--- src/design/psa_pkg.sv ---
// ----------------------------------------------------------------------------
// psa_pkg
// Shared types, widths and codes of the pairwise spatial spectrum accumulator.
// ----------------------------------------------------------------------------
package psa_pkg;

  localparam int unsigned MaxPairsDefault = 64;

  localparam int unsigned CovW    = 32;                 // Q16.16 covariances
  localparam int unsigned SteerW  = 16;                 // Q1.15 steering phase
  localparam int unsigned TrW     = CovW + 1;           // r11 + r22
  localparam int unsigned CrossW  = CovW + SteerW + 1;  // Re(r12 * steer), Q.31
  localparam int unsigned DivW    = 52;                 // num / den at scale 2^-31
  localparam int unsigned MagW    = DivW - 1;           // |num|, |den|
  localparam int unsigned RatioW  = 32;                 // Q16.16 pair ratio
  localparam int unsigned QuotW   = RatioW - 1;         // quotient bits after range check
  localparam int unsigned FracW   = 16;
  localparam int unsigned SatSh   = 15;                 // |num| >= |den| << 15 overflows
  localparam int unsigned SumW    = 40;                 // Q24.16 sum

  localparam logic signed [RatioW-1:0] RatioMax = {1'b0, {(RatioW-1){1'b1}}};
  localparam logic signed [RatioW-1:0] RatioMin = {1'b1, {(RatioW-1){1'b0}}};
  localparam logic signed [SumW-1:0]   SumMax   = {1'b0, {(SumW-1){1'b1}}};
  localparam logic signed [SumW-1:0]   SumMin   = {1'b1, {(SumW-1){1'b0}}};

  typedef struct packed {
    logic signed [CovW-1:0]   r11_re;
    logic signed [CovW-1:0]   r22_re;
    logic signed [CovW-1:0]   r12_re;
    logic signed [CovW-1:0]   r12_im;
    logic signed [SteerW-1:0] steer_re;
    logic signed [SteerW-1:0] steer_im;
    logic                     last_pair;
  } psa_in_t;

  typedef struct packed {
    logic signed [SumW-1:0] spectrum;
    logic                   zero_denominator;
  } psa_out_t;

  // one finished pair ratio handed to the accumulator
  typedef struct packed {
    logic signed [RatioW-1:0] ratio;
    logic                     zero;
    logic                     last;
  } psa_ratio_t;

  typedef enum logic [1:0] {
    TS_IDLE,
    TS_MUL,
    TS_DIV,
    TS_ACC
  } psa_top_state_e;

  typedef enum logic [2:0] {
    DS_IDLE,
    DS_FORM,
    DS_ABS,
    DS_CHECK,
    DS_DIV,
    DS_DONE
  } psa_div_state_e;

endpackage

--- src/design/psa_stream_if.sv ---
// ----------------------------------------------------------------------------
// psa_stream_if
// Valid/ready stream channel carrying one payload item per handshake.
// ----------------------------------------------------------------------------
interface psa_stream_if #(
  parameter type T = logic
) ();

  logic valid;
  logic ready;
  T     payload;

  modport source (output valid, output payload, input ready);
  modport sink   (input valid, input payload, output ready);

endinterface

--- src/design/psa_mult.sv ---
// ----------------------------------------------------------------------------
// psa_mult
// Bit-serial steered cross term: Re(r12 * steer) = r12_re*s_re - r12_im*s_im,
// one steering bit per cycle, LSB first.
// ----------------------------------------------------------------------------
module psa_mult (
  input  logic                                  clk_i,
  input  logic                                  rst_ni,
  input  logic                                  start_i,
  input  logic signed [psa_pkg::CovW-1:0]       cre_i,
  input  logic signed [psa_pkg::CovW-1:0]       cim_i,
  input  logic signed [psa_pkg::SteerW-1:0]     sre_i,
  input  logic signed [psa_pkg::SteerW-1:0]     sim_i,
  output logic                                  done_o,
  output logic signed [psa_pkg::CrossW-1:0]     cross_o
);
  import psa_pkg::*;

  localparam int unsigned McW  = CovW + SteerW;
  localparam int unsigned CntW = $clog2(SteerW);

  logic                     busy_q;
  logic                     done_q;
  logic [CntW-1:0]          cnt_q;
  logic signed [McW-1:0]    mcre_q, mcim_q;
  logic [SteerW-1:0]        sre_sh_q, sim_sh_q;
  logic signed [CrossW-1:0] acc_q, acc_d;
  logic signed [CrossW-1:0] term_re, term_im;
  logic                     sign_step;

  always_comb begin
    term_re   = sre_sh_q[0] ? {mcre_q[McW-1], mcre_q} : '0;
    term_im   = sim_sh_q[0] ? {mcim_q[McW-1], mcim_q} : '0;
    sign_step = (cnt_q == CntW'(SteerW - 1));
    // the steering sign bit carries weight -2^15
    if (sign_step) begin
      acc_d = acc_q - term_re + term_im;
    end else begin
      acc_d = acc_q + term_re - term_im;
    end
  end

  always_ff @(posedge clk_i or negedge rst_ni) begin
    if (!rst_ni) begin
      busy_q <= 1'b0;
      done_q <= 1'b0;
      cnt_q  <= '0;
    end else begin
      done_q <= 1'b0;
      if (start_i) begin
        busy_q <= 1'b1;
        cnt_q  <= '0;
      end else if (busy_q) begin
        cnt_q <= cnt_q + 1'b1;
        if (sign_step) begin
          busy_q <= 1'b0;
          done_q <= 1'b1;
        end
      end
    end
  end

  always_ff @(posedge clk_i) begin
    if (start_i) begin
      mcre_q   <= {{SteerW{cre_i[CovW-1]}}, cre_i};
      mcim_q   <= {{SteerW{cim_i[CovW-1]}}, cim_i};
      sre_sh_q <= sre_i;
      sim_sh_q <= sim_i;
      acc_q    <= '0;
    end else if (busy_q) begin
      mcre_q   <= mcre_q <<< 1;
      mcim_q   <= mcim_q <<< 1;
      sre_sh_q <= sre_sh_q >> 1;
      sim_sh_q <= sim_sh_q >> 1;
      acc_q    <= acc_d;
    end
  end

  assign done_o  = done_q;
  assign cross_o = acc_q;

endmodule

--- src/design/psa_div.sv ---
// ----------------------------------------------------------------------------
// psa_div
// Forms (tr + 2t) and (tr - 2t) and divides them bit-serially into a
// saturated Q16.16 ratio, one quotient bit per cycle.
// ----------------------------------------------------------------------------
module psa_div (
  input  logic                                 clk_i,
  input  logic                                 rst_ni,
  input  logic                                 start_i,
  input  logic signed [psa_pkg::TrW-1:0]       tr_i,
  input  logic signed [psa_pkg::CrossW-1:0]    cross_i,
  output logic                                 done_o,
  output logic signed [psa_pkg::RatioW-1:0]    ratio_o,
  output logic                                 zero_o
);
  import psa_pkg::*;

  localparam int unsigned CntW = $clog2(QuotW);
  localparam int unsigned TrPad = DivW - TrW - SatSh;
  localparam int unsigned CrPad = DivW - CrossW - 1;

  psa_div_state_e state_q, state_d;

  logic signed [DivW-1:0] num_q, den_q;
  logic signed [DivW-1:0] tr_ext, t2_ext, num_neg, den_neg;
  logic [MagW-1:0]        an_q, ad_q;
  logic                   neg_q, num_neg_q, dz_q, sat_q;
  logic [MagW-1:0]        rem_q;
  logic [QuotW-1:0]       sh_q;
  logic [CntW-1:0]        cnt_q;
  logic signed [RatioW-1:0] ratio_q;
  logic                   zero_q;
  logic                   done_q;
  logic [MagW:0]          rem2;
  logic                   ge;
  logic [MagW:0]          rem_sub;
  logic                   ovf;
  logic                   last_bit;
  logic [RatioW-1:0]      quot_ext;

  always_comb begin
    tr_ext   = {{TrPad{tr_i[TrW-1]}}, tr_i, {SatSh{1'b0}}};
    t2_ext   = {{CrPad{cross_i[CrossW-1]}}, cross_i, 1'b0};
    num_neg  = -num_q;
    den_neg  = -den_q;
    ovf      = ({{(SatSh+1){1'b0}}, an_q} >= {1'b0, ad_q, {SatSh{1'b0}}});
    rem2     = {rem_q, sh_q[QuotW-1]};
    ge       = (rem2 >= {1'b0, ad_q});
    rem_sub  = rem2 - {1'b0, ad_q};
    last_bit = (cnt_q == CntW'(QuotW - 1));
    quot_ext = {1'b0, sh_q};
  end

  always_comb begin
    state_d = state_q;
    unique case (state_q)
      DS_IDLE:  if (start_i) state_d = DS_FORM;
      DS_FORM:  state_d = DS_ABS;
      DS_ABS:   state_d = DS_CHECK;
      DS_CHECK: state_d = (dz_q || ovf) ? DS_DONE : DS_DIV;
      DS_DIV:   if (last_bit) state_d = DS_DONE;
      DS_DONE:  state_d = DS_IDLE;
      default:  state_d = DS_IDLE;
    endcase
  end

  always_ff @(posedge clk_i or negedge rst_ni) begin
    if (!rst_ni) begin
      state_q <= DS_IDLE;
      done_q  <= 1'b0;
    end else begin
      state_q <= state_d;
      done_q  <= (state_q == DS_DONE);
    end
  end

  always_ff @(posedge clk_i) begin
    unique case (state_q)
      DS_IDLE: begin
        num_q <= tr_ext + t2_ext;
        den_q <= tr_ext - t2_ext;
      end
      DS_FORM: begin
        // operands were latched while idle; take magnitudes, signs and the zero check
        an_q      <= num_q[DivW-1] ? num_neg[MagW-1:0] : num_q[MagW-1:0];
        ad_q      <= den_q[DivW-1] ? den_neg[MagW-1:0] : den_q[MagW-1:0];
        neg_q     <= num_q[DivW-1] ^ den_q[DivW-1];
        num_neg_q <= num_q[DivW-1];
        dz_q      <= (den_q == '0);
      end
      DS_ABS: begin
        cnt_q <= '0;
      end
      DS_CHECK: begin
        if (dz_q) begin
          ratio_q <= num_neg_q ? RatioMin : RatioMax;
          zero_q  <= 1'b1;
          sat_q   <= 1'b1;
        end else if (ovf) begin
          ratio_q <= neg_q ? RatioMin : RatioMax;
          zero_q  <= 1'b0;
          sat_q   <= 1'b1;
        end else begin
          zero_q <= 1'b0;
          sat_q  <= 1'b0;
          // integer part below 2^15, so the top slice of |num| is below |den|
          rem_q  <= {{SatSh{1'b0}}, an_q[MagW-1:SatSh]};
          sh_q   <= {an_q[SatSh-1:0], {FracW{1'b0}}};
          cnt_q  <= '0;
        end
      end
      DS_DIV: begin
        rem_q <= ge ? rem_sub[MagW-1:0] : rem2[MagW-1:0];
        sh_q  <= {sh_q[QuotW-2:0], ge};
        cnt_q <= cnt_q + 1'b1;
      end
      DS_DONE: begin
        if (!sat_q) begin
          ratio_q <= neg_q ? -$signed(quot_ext) : $signed(quot_ext);
        end
      end
      default: begin
        cnt_q <= '0;
      end
    endcase
  end

  assign done_o  = done_q;
  assign ratio_o = ratio_q;
  assign zero_o  = zero_q;

endmodule

--- src/design/psa_accum.sv ---
// ----------------------------------------------------------------------------
// psa_accum
// Saturating ratio sum over one pair group, with the result output register.
// ----------------------------------------------------------------------------
module psa_accum #(
  parameter int unsigned MAX_PAIRS = psa_pkg::MaxPairsDefault
) (
  input  logic                  clk_i,
  input  logic                  rst_ni,
  input  logic                  valid_i,
  output logic                  ready_o,
  input  psa_pkg::psa_ratio_t   ratio_i,
  psa_stream_if.source          out_o
);
  import psa_pkg::*;

  localparam int unsigned CntW = (MAX_PAIRS > 1) ? $clog2(MAX_PAIRS) : 1;

  logic signed [SumW-1:0] sum_q, sum_sat;
  logic                   zero_q;
  logic [CntW-1:0]        cnt_q;
  logic                   out_valid_q;
  psa_out_t               out_data_q;
  logic signed [SumW:0]   sum_wide;
  logic                   push, close;

  always_comb begin
    sum_wide = {sum_q[SumW-1], sum_q}
             + {{(SumW + 1 - RatioW){ratio_i.ratio[RatioW-1]}}, ratio_i.ratio};
    priority if (sum_wide[SumW] != sum_wide[SumW-1]) begin
      sum_sat = sum_wide[SumW] ? SumMin : SumMax;
    end else begin
      sum_sat = sum_wide[SumW-1:0];
    end
    ready_o = !out_valid_q || out_o.ready;
    push    = valid_i && ready_o;
    // an over-long group closes itself on its last allowed pair
    close   = ratio_i.last || (cnt_q == CntW'(MAX_PAIRS - 1));
  end

  always_ff @(posedge clk_i or negedge rst_ni) begin
    if (!rst_ni) begin
      sum_q       <= '0;
      zero_q      <= 1'b0;
      cnt_q       <= '0;
      out_valid_q <= 1'b0;
    end else begin
      if (push && close) begin
        sum_q       <= '0;
        zero_q      <= 1'b0;
        cnt_q       <= '0;
        out_valid_q <= 1'b1;
      end else begin
        if (push) begin
          sum_q  <= sum_sat;
          zero_q <= zero_q | ratio_i.zero;
          cnt_q  <= cnt_q + 1'b1;
        end
        if (out_o.ready) begin
          out_valid_q <= 1'b0;
        end
      end
    end
  end

  always_ff @(posedge clk_i) begin
    if (push && close) begin
      out_data_q.spectrum         <= sum_sat;
      out_data_q.zero_denominator <= zero_q | ratio_i.zero;
    end
  end

  assign out_o.valid   = out_valid_q;
  assign out_o.payload = out_data_q;

endmodule

--- src/design/pairwise_spatial_spectrum_accumulate_top.sv ---
// ----------------------------------------------------------------------------
// pairwise_spatial_spectrum_accumulate_top
// Per-pair steered coherence ratio, summed over a group of microphone pairs.
// ----------------------------------------------------------------------------
// One pair item is worked on at a time. After the accepting edge, a bit-serial
// multiplier forms the steered cross term in 16 steps. The divider then forms
// and checks numerator and denominator, works out the 31-bit quotient (one bit
// per cycle) and applies the sign. The ratio is then handed to the accumulator,
// which updates the sum. No quotient bits are needed when the ratio saturates
// or the denominator is zero, and the divider then goes straight to its done
// step. A result item leaves only on the pair marked last or on the MAX_PAIRS-th
// pair of a group. It waits in an output register while the next pair is worked
// on, and that pair's sum update waits until the result has been taken.
module pairwise_spatial_spectrum_accumulate_top #(
  parameter int unsigned MAX_PAIRS = psa_pkg::MaxPairsDefault
) (
  input  logic          clk_i,
  input  logic          rst_ni,
  psa_stream_if.sink    in_i,
  psa_stream_if.source  out_o
);
  import psa_pkg::*;

  psa_top_state_e state_q, state_d;

  logic signed [TrW-1:0]    tr_q;
  logic                     last_q;
  logic                     in_fire;
  logic                     mult_done, div_start, div_done;
  logic signed [CrossW-1:0] cross_term;
  logic signed [RatioW-1:0] ratio;
  logic                     ratio_zero;
  logic                     acc_valid, acc_ready;
  psa_ratio_t               acc_item;

  always_comb begin
    state_d    = state_q;
    in_i.ready = (state_q == TS_IDLE);
    in_fire    = in_i.valid && in_i.ready;
    div_start  = 1'b0;
    acc_valid  = 1'b0;
    unique case (state_q)
      TS_IDLE: if (in_fire) state_d = TS_MUL;
      TS_MUL: begin
        if (mult_done) begin
          div_start = 1'b1;
          state_d   = TS_DIV;
        end
      end
      TS_DIV: if (div_done) state_d = TS_ACC;
      TS_ACC: begin
        acc_valid = 1'b1;
        if (acc_ready) state_d = TS_IDLE;
      end
      default: state_d = TS_IDLE;
    endcase
  end

  always_ff @(posedge clk_i or negedge rst_ni) begin
    if (!rst_ni) begin
      state_q <= TS_IDLE;
    end else begin
      state_q <= state_d;
    end
  end

  always_ff @(posedge clk_i) begin
    if (in_fire) begin
      tr_q   <= {in_i.payload.r11_re[CovW-1], in_i.payload.r11_re}
              + {in_i.payload.r22_re[CovW-1], in_i.payload.r22_re};
      last_q <= in_i.payload.last_pair;
    end
  end

  psa_mult u_mult (
    .clk_i   (clk_i),
    .rst_ni  (rst_ni),
    .start_i (in_fire),
    .cre_i   (in_i.payload.r12_re),
    .cim_i   (in_i.payload.r12_im),
    .sre_i   (in_i.payload.steer_re),
    .sim_i   (in_i.payload.steer_im),
    .done_o  (mult_done),
    .cross_o (cross_term)
  );

  psa_div u_div (
    .clk_i   (clk_i),
    .rst_ni  (rst_ni),
    .start_i (div_start),
    .tr_i    (tr_q),
    .cross_i (cross_term),
    .done_o  (div_done),
    .ratio_o (ratio),
    .zero_o  (ratio_zero)
  );

  always_comb begin
    acc_item.ratio = ratio;
    acc_item.zero  = ratio_zero;
    acc_item.last  = last_q;
  end

  psa_accum #(
    .MAX_PAIRS (MAX_PAIRS)
  ) u_accum (
    .clk_i   (clk_i),
    .rst_ni  (rst_ni),
    .valid_i (acc_valid),
    .ready_o (acc_ready),
    .ratio_i (acc_item),
    .out_o   (out_o)
  );

endmodule

--- src/flat_wrapper.sv ---
// flat-port wrapper written by rule: the top's interface ports become plain ports
module pairwise_spatial_spectrum_accumulate_top_flat import psa_pkg::*;
#(
  parameter int unsigned MAX_PAIRS = psa_pkg::MaxPairsDefault
)
  (clk_i, rst_ni, in_i_valid, in_i_payload, in_i_ready, out_o_valid, out_o_payload, out_o_ready);
  psa_stream_if #(.T(psa_in_t)) in_i_i ();
  psa_stream_if #(.T(psa_out_t)) out_o_i ();
  input  logic clk_i;
  input  logic rst_ni;
  input wire logic [$bits(in_i_i.valid)-1:0] in_i_valid;
  input wire logic [$bits(in_i_i.payload)-1:0] in_i_payload;
  output wire logic [$bits(in_i_i.ready)-1:0] in_i_ready;
  output wire logic [$bits(out_o_i.valid)-1:0] out_o_valid;
  output wire logic [$bits(out_o_i.payload)-1:0] out_o_payload;
  input wire logic [$bits(out_o_i.ready)-1:0] out_o_ready;
  assign in_i_i.valid = in_i_valid;
  assign in_i_i.payload = in_i_payload;
  assign in_i_ready = in_i_i.ready;
  assign out_o_valid = out_o_i.valid;
  assign out_o_payload = out_o_i.payload;
  assign out_o_i.ready = out_o_ready;
  pairwise_spatial_spectrum_accumulate_top #(.MAX_PAIRS(MAX_PAIRS)) u_core (.clk_i(clk_i), .rst_ni(rst_ni), .in_i(in_i_i), .out_o(out_o_i));
endmodule
--- config.mk ---
export PLATFORM = sky130hd
export DESIGN_NAME = pairwise_spatial_spectrum_accumulate_top_flat
export DESIGN_NICKNAME = d
export VERILOG_FILES = /design/src/design/psa_pkg.sv /design/src/design/psa_stream_if.sv /design/src/design/psa_mult.sv /design/src/design/psa_div.sv /design/src/design/psa_accum.sv /design/src/design/pairwise_spatial_spectrum_accumulate_top.sv /design/src/flat_wrapper.sv
export SDC_FILE = /design/constraint.sdc
export NUM_CORES = 2
export LEC_CHECK = 0
export ABC_AREA = 1
export BUFFER_PORTS_ARGS = -buffer_cell sky130_fd_sc_hd__buf_2
export CAP_MARGIN = 20
export CORE_AREA = 4 4 312 314
export DETAILED_ROUTE_END_ITERATION = 8
export DIE_AREA = 0 0 316 318
export GPL_TIMING_DRIVEN = 0
export PLACE_DENSITY_LB_ADDON = 0.1
export SLEW_MARGIN = 20
export SYNTH_ARGS = -nofsm -noshare
export SYNTH_HDL_FRONTEND = slang
export SYNTH_SLANG_ARGS = --single-unit
--- constraint.sdc ---
create_clock -name clk_i -period 7.9 [get_ports clk_i]
set_input_delay 0.79 -clock clk_i [delete_from_list [all_inputs] [get_ports clk_i]]
set_output_delay 0.79 -clock clk_i [all_outputs]
set_load 0.02 [all_outputs]
# After elaboration in Yosys (flattened, before gate mapping)
# Cells that the tools add are included.
# word_totals
ff_bits	640
latchBits	0
ram_bits	0
mem_bits_ro	0
in_bits	165
out_inout_bits	43
word_cells	157
mem_count	0
# op_classes
addsub	15
mul	0
div_mod_pow	0
n_lt_le_gt_ge	2
n_eq_ne	22
shift	0
mux	62
n_bitwise	3
n_reduce_logical	21
# op_table
cell	count
two-way mux 51 bit	5
two-way mux 32 bit	6
two-way mux 48 bit	4
two-way mux 40 bit	4
two-way mux 49 bit	3
negation 51 bit	2
case mux 51 bit (2 select lines)	1
adder 49 bit	2
subtractor 49 bit	2
greater-or-equal comparator 51 x 66 -> 1 bit	1
two-way mux 16 bit	4
case mux 32 bit (2 select lines)	1
two-way mux 31 bit	2
case mux 31 bit (2 select lines)	1
greater-or-equal comparator 52 x 51 -> 1 bit	1
logical NOT 52 bit	1
adder 48 x 50 -> 51 bit	1
subtractor 48 x 50 -> 51 bit	1
subtractor 51 bit	1
adder 40 x 32 -> 41 bit	1
adder 32 x 32 -> 33 bit	1
negation 31 -> 32 bit	1
two-way mux 1 bit	16
case mux 3 bit (5 select lines)	1
35 further kinds	62

# Logic depth before layout (Yosys ltp)
# logic_depth
depth_word	5
mapped_depth	22
mapped_depth_nobuf	21

# Cells and area by module
# Synthesis repeated with hierarchy kept, for this count alone.
# unflattened
cells_unflattened	8186
hier_area_um2	55603.3
# by_module_without_submodules
mod	n_inst	cells_per_inst	area_per_inst_um2	seq_area_each_um2
psa_div	1	3630	26105.0	9769.4
psa_mult	1	3094	19427.4	4974.8
psa_accum	1	882	6449.9	2432.3
pairwise_spatial_spectrum_accumulate_top	1	580	3621.0	1071.0

# Worst setup path before layout
# OpenSTA, ideal clock, no wires.
# synth_timing
kind	flip-flop to flip-flop
from	reg u_core.u_div.an_q[41]
to	reg u_core.u_div.rem_q[0] (enable)
arrival_time_ns	5.407
required_time_ns	7.350
setup_slack_ns	1.943
path_stages_with_launch	12
n_path_buf	0
path_cell_list	edfxtp_1 -> ha_1 -> a21oi_1 -> o21a_1 -> o21ai_0 -> nand2_1 -> nand2_1 -> a21oi_1 -> nand3_1 -> nand2_1 -> inv_1 -> a21oi_1
# synth_between
elab_chain_cells	3
# synth_lines
item	line	rtl
start: declaration	psa_div.sv:26	logic [MagW-1:0] an_q, ad_q;
start signal: assignment	psa_div.sv:85	an_q <= num_q[DivW-1] ? num_neg[MagW-1:0] : num_q[MagW-1:0];
greater-or-equal comparator 51 x 66 -> 1 bit	psa_div.sv:46	ovf = ({{(SatSh+1){1'b0}}, an_q} >= {1'b0, ad_q, {SatSh{1'b0}}});
inequality test 2 bit (no source line)	n/a	
AND reduction 3 bit (no source line)	n/a	
end signal: assignment	psa_div.sv:107	rem_q <= {{SatSh{1'b0}}, an_q[MagW-1:SatSh]};
end signal: assignment	psa_div.sv:113	rem_q <= ge ? rem_sub[MagW-1:0] : rem2[MagW-1:0];
end: declaration	psa_div.sv:28	logic [MagW-1:0] rem_q;
# Every way passes these cells.
# A chain may end at the register's enable or synchronous reset.

# Final worst setup path
# layout_timing
from	reg u_core.u_mult.sim_sh_q[0]
to	reg u_core.u_mult.acc_q[22], in the netlist u_core.u_mult.cross_o[22]
# layout_between
elab_chain_cells	3
word_cells_on_any_way	4
cone_classes	add/sub: 2; mux: 2
# layout_lines
item	line	rtl
start: declaration	psa_mult.sv:26	logic [SteerW-1:0] sre_sh_q, sim_sh_q;
start signal: assignment	psa_mult.sv:68	sim_sh_q <= sim_i;
start signal: assignment	psa_mult.sv:74	sim_sh_q <= sim_sh_q >> 1;
two-way mux 49 bit (*)	psa_mult.sv:33	term_im = sim_sh_q[0] ? {mcim_q[McW-1], mcim_q} : '0;
subtractor 49 bit / adder 49 bit (equally long branches)	psa_mult.sv:39, psa_mult.sv:37	
two-way mux 49 bit (*)	psa_mult.sv:36	if (sign_step) begin
end signal: assignment	psa_mult.sv:69	acc_q <= '0;
end signal: assignment	psa_mult.sv:75	acc_q <= acc_d;
end: declaration	psa_mult.sv:27	logic signed [CrossW-1:0] acc_q, acc_d;
# Every way passes the cells marked *; elsewhere a longest branch is shown, timed or not.

==> metrics <==
status=finished clean; Design Area, Final=57140 um2; final wirelength=179.1 mm; Final ANT Viol Nets=0; commonest cells after routing, fill and taps aside=nand2_1, inv_1, nor2_1; Buffers & Inverters on Critical Path=5; Worst Path Max Fanout=10; # Post-CTS Setup Buffers=0; number of flops mapped to enable cells by yosys=525; CTS tree=built; # H-tree levels=3; TritonCTS Sinks=634; multi-input logic area=28490 um2; GRT met1 Usage=45.47%; number of global-route vias before repair=46510; routability cong.=1.034; clock buffer depth=3; Worst Path Arrival=6170 ps; routed wire length per instance=20.59 um; Synth Net Count=7677; top_reg_cell synth=edfxtp_1; HP Class=input port to asynchronous set/reset pin; kind of end point of the critical path=flip-flop; drt pass-1 iters=6; Initial DRC Count=4435; Cell Rows=113; Yosys reg bits=634; Port Buf Inserts=207; width of the die=316 um; skew final=41.62 ps; total congestion overflow=0; hold_buf cts=0; Cells after Synth=7076; GRT met2 Usage=57.37%; RSZ-0062 raised after global routing=no; IO Count=208; routed vias/inst=5.610; die area=100500 um2; crit-path cells=clkbuf_1 -> buf_1 -> nand2_1 -> inv_1 -> fa_1 -> inv_1 -> ha_1 -> a21oi_1 -> o21ai_0 -> a21oi_1 -> nand3_1 -> or2_2 -> nand3_1 -> o21ai_0 -> o21ai_0 -> inv_1; Clk pin slew, worst setup/hold paths=70 ps; Tcrit/Tclk final=71.06%; Synth Warn #=0; Clk Latency, worst-skew pair=670 ps; register area=18250 um2; Placeable Area=94590 um2; GRT met3 Usage=4.741%; Critical Path RT=8450 ps; GRT busiest layer=met2; Clock Root Buffer=clkbuf_16; layout cell share with drive strength beyond 1=5.894%; antenna violations before repair=4; Area growth syn-to-layout=10.74%; delay of the slowest critical-path stage=820 ps; Fmax achieved=178.1 MHz; kind of critical path=flip-flop to flip-flop; slew margin rel.=28.01%; Hold Vio Cnt, Final=0; most common cell after layout, fill and taps aside=nand2_1; Layout fillers=8877; Starting Density=54.56%; largest net degree at the start of global routing=58; area of the mapped netlist=51600 um2; Slew Viols, Final=0; Mean Syn Cell Area=7.293 um2; Slew @ Worst Pin=1080 ps; Top Family by Delay on Critical Path=buffers and inverters; final setup vio count=0; Max Cap Viol=0; Netlist cell types=56; placed wire-length estimate=149.6 mm; Final #Nets=7974; Remaining DRCs=0; min cycle time layout=5613 ps; vias=48790; Startpoint Class=flip-flop; GRT Resource Usage Total=34.95%; Async SR Flop Fraction=9.464%; CTS Buf Count=71; first-pass GRT wire length=269.6 mm; post-cts resize count=0; slowest library cell on the worst path=buf_1; Post-DP Area=54660 um2; Die Ht=318 um; Seq/Total Area, Yosys=35.36%
logic make-up after synthesis:
group | after synthesis | share of synthesized area (%)
compound gates | 1092 | 11.59
xor+xnor | 285 | 4.837
fa+ha+maj | 436 | 12.01
buf+inv | 1291 | 9.536
flops | 634 | 35.36
mux | 1 | 0.02182
simple gates | 3337 | 26.64
sequential cells by signal, summed over array words and instances (netlist names), 31 cells and up:
| register | count |
|---|---|
| u_core.u_accum.out_o.payload | 41 |
| u_core.u_accum.sum_q | 40 |
| u_core.u_mult.mcim_q | 48 |
| u_core.u_div.sh_q | 31 |
| u_core.u_div.an_q | 49 |
| u_core.u_div.rem_q | 51 |
| u_core.tr_q | 33 |
| u_core.u_mult.mcre_q | 48 |
| u_core.u_div.ratio_o | 32 |
| u_core.u_div.ad_q | 50 |
| u_core.u_div.num_q | 50 |
| u_core.u_mult.cross_o | 49 |
| u_core.u_div.den_q | 49 |
final cells by class:
class / count / area share [%]
antenna: 1 / 0.004379
buffer: 146 / 1.097
timing repair buffer: 224 / 2.483
sequential: 634 / 31.93
clock buffer: 83 / 3.260
multi-input combinational: 5151 / 49.85
clock inverter: 48 / 1.079
tap: 1265 / 2.770
inverter: 1145 / 7.521
worst register-to-register path, delay by kind of cell (launching register included):
family,cells,cell delay [ps]
flops,1,560
compound gates,5,1610
fa+ha+maj,2,740
buf+inv,5,1610
simple gates,4,980
layer usage:
layer	routed length (um)	up-vias
met4	10490	4
li1	-	23520
met5	23	-
met1	73440	22860
met2	82290	1991
met3	12840	417
path summary, 6_finish.rpt:
kind | start | slack (ps) | endpoint | depth (start not counted)
min reg2reg | u_core.u_mult.cross_o[1]$_SDFFE_PP0P_ | 470 | u_core.u_div.num_q[2]$_DFFE_PP_ | 0
max in group asynchronous | rst_ni | 7260 | u_core.u_mult.cnt_q[3]$_DFFE_PN0P_ | 2
min in group clk_i | in_i_payload[0] | 310 | u_core.last_q$_DFFE_PP_ | 1
max | u_core.u_mult.sim_sh_q[0]$_DFFE_PP_ | 2290 | u_core.u_mult.cross_o[22]$_SDFFE_PP0P_ | 16
max reg2reg | u_core.u_mult.sim_sh_q[0]$_DFFE_PP_ | 2290 | u_core.u_mult.cross_o[22]$_SDFFE_PP0P_ | 16
min | rst_ni | 70 | u_core.u_accum.sum_q[15]$_DFFE_PN0P_ | 1
metrics by stage:
stage	cells	TNS [ps]	setup slack (ps)	util (%)	hold WS, ps
after floorplan	7076	0	1943	-	408.2
after global placement	8548	-47610	-588.5	57.33	412.4
after detailed placement	8565	0	2430	57.79	418.6
after CTS	8696	0	2410	60.41	50.15
after global routing	8697	0	2201	60.42	81.45
final	8697	0	2287	60.42	70.62
cell usage after synthesis (all sizes together) (42+ instances only):
library cell	n	share of area, %
dfrtp	60	2.9
nand3	362	3.5
clkbuf	104	0.76
fa	99	3.8
ha	337	8.2
xor2	218	3.7
nor2	703	5.1
nor3	98	1.0
buf	42	0.45
o21ai	392	3.9
nand4	104	1.3
edfxtp	525	31
o21bai	53	0.77
nand2	1996	15
a21oi	512	5.0
inv	1142	8.3
dfxtp	49	1.9
xnor2	67	1.1
Power is left out: the tool's default activity adds up to more than one toggle a clock period on the data nets, which glitch-free logic cannot reach.
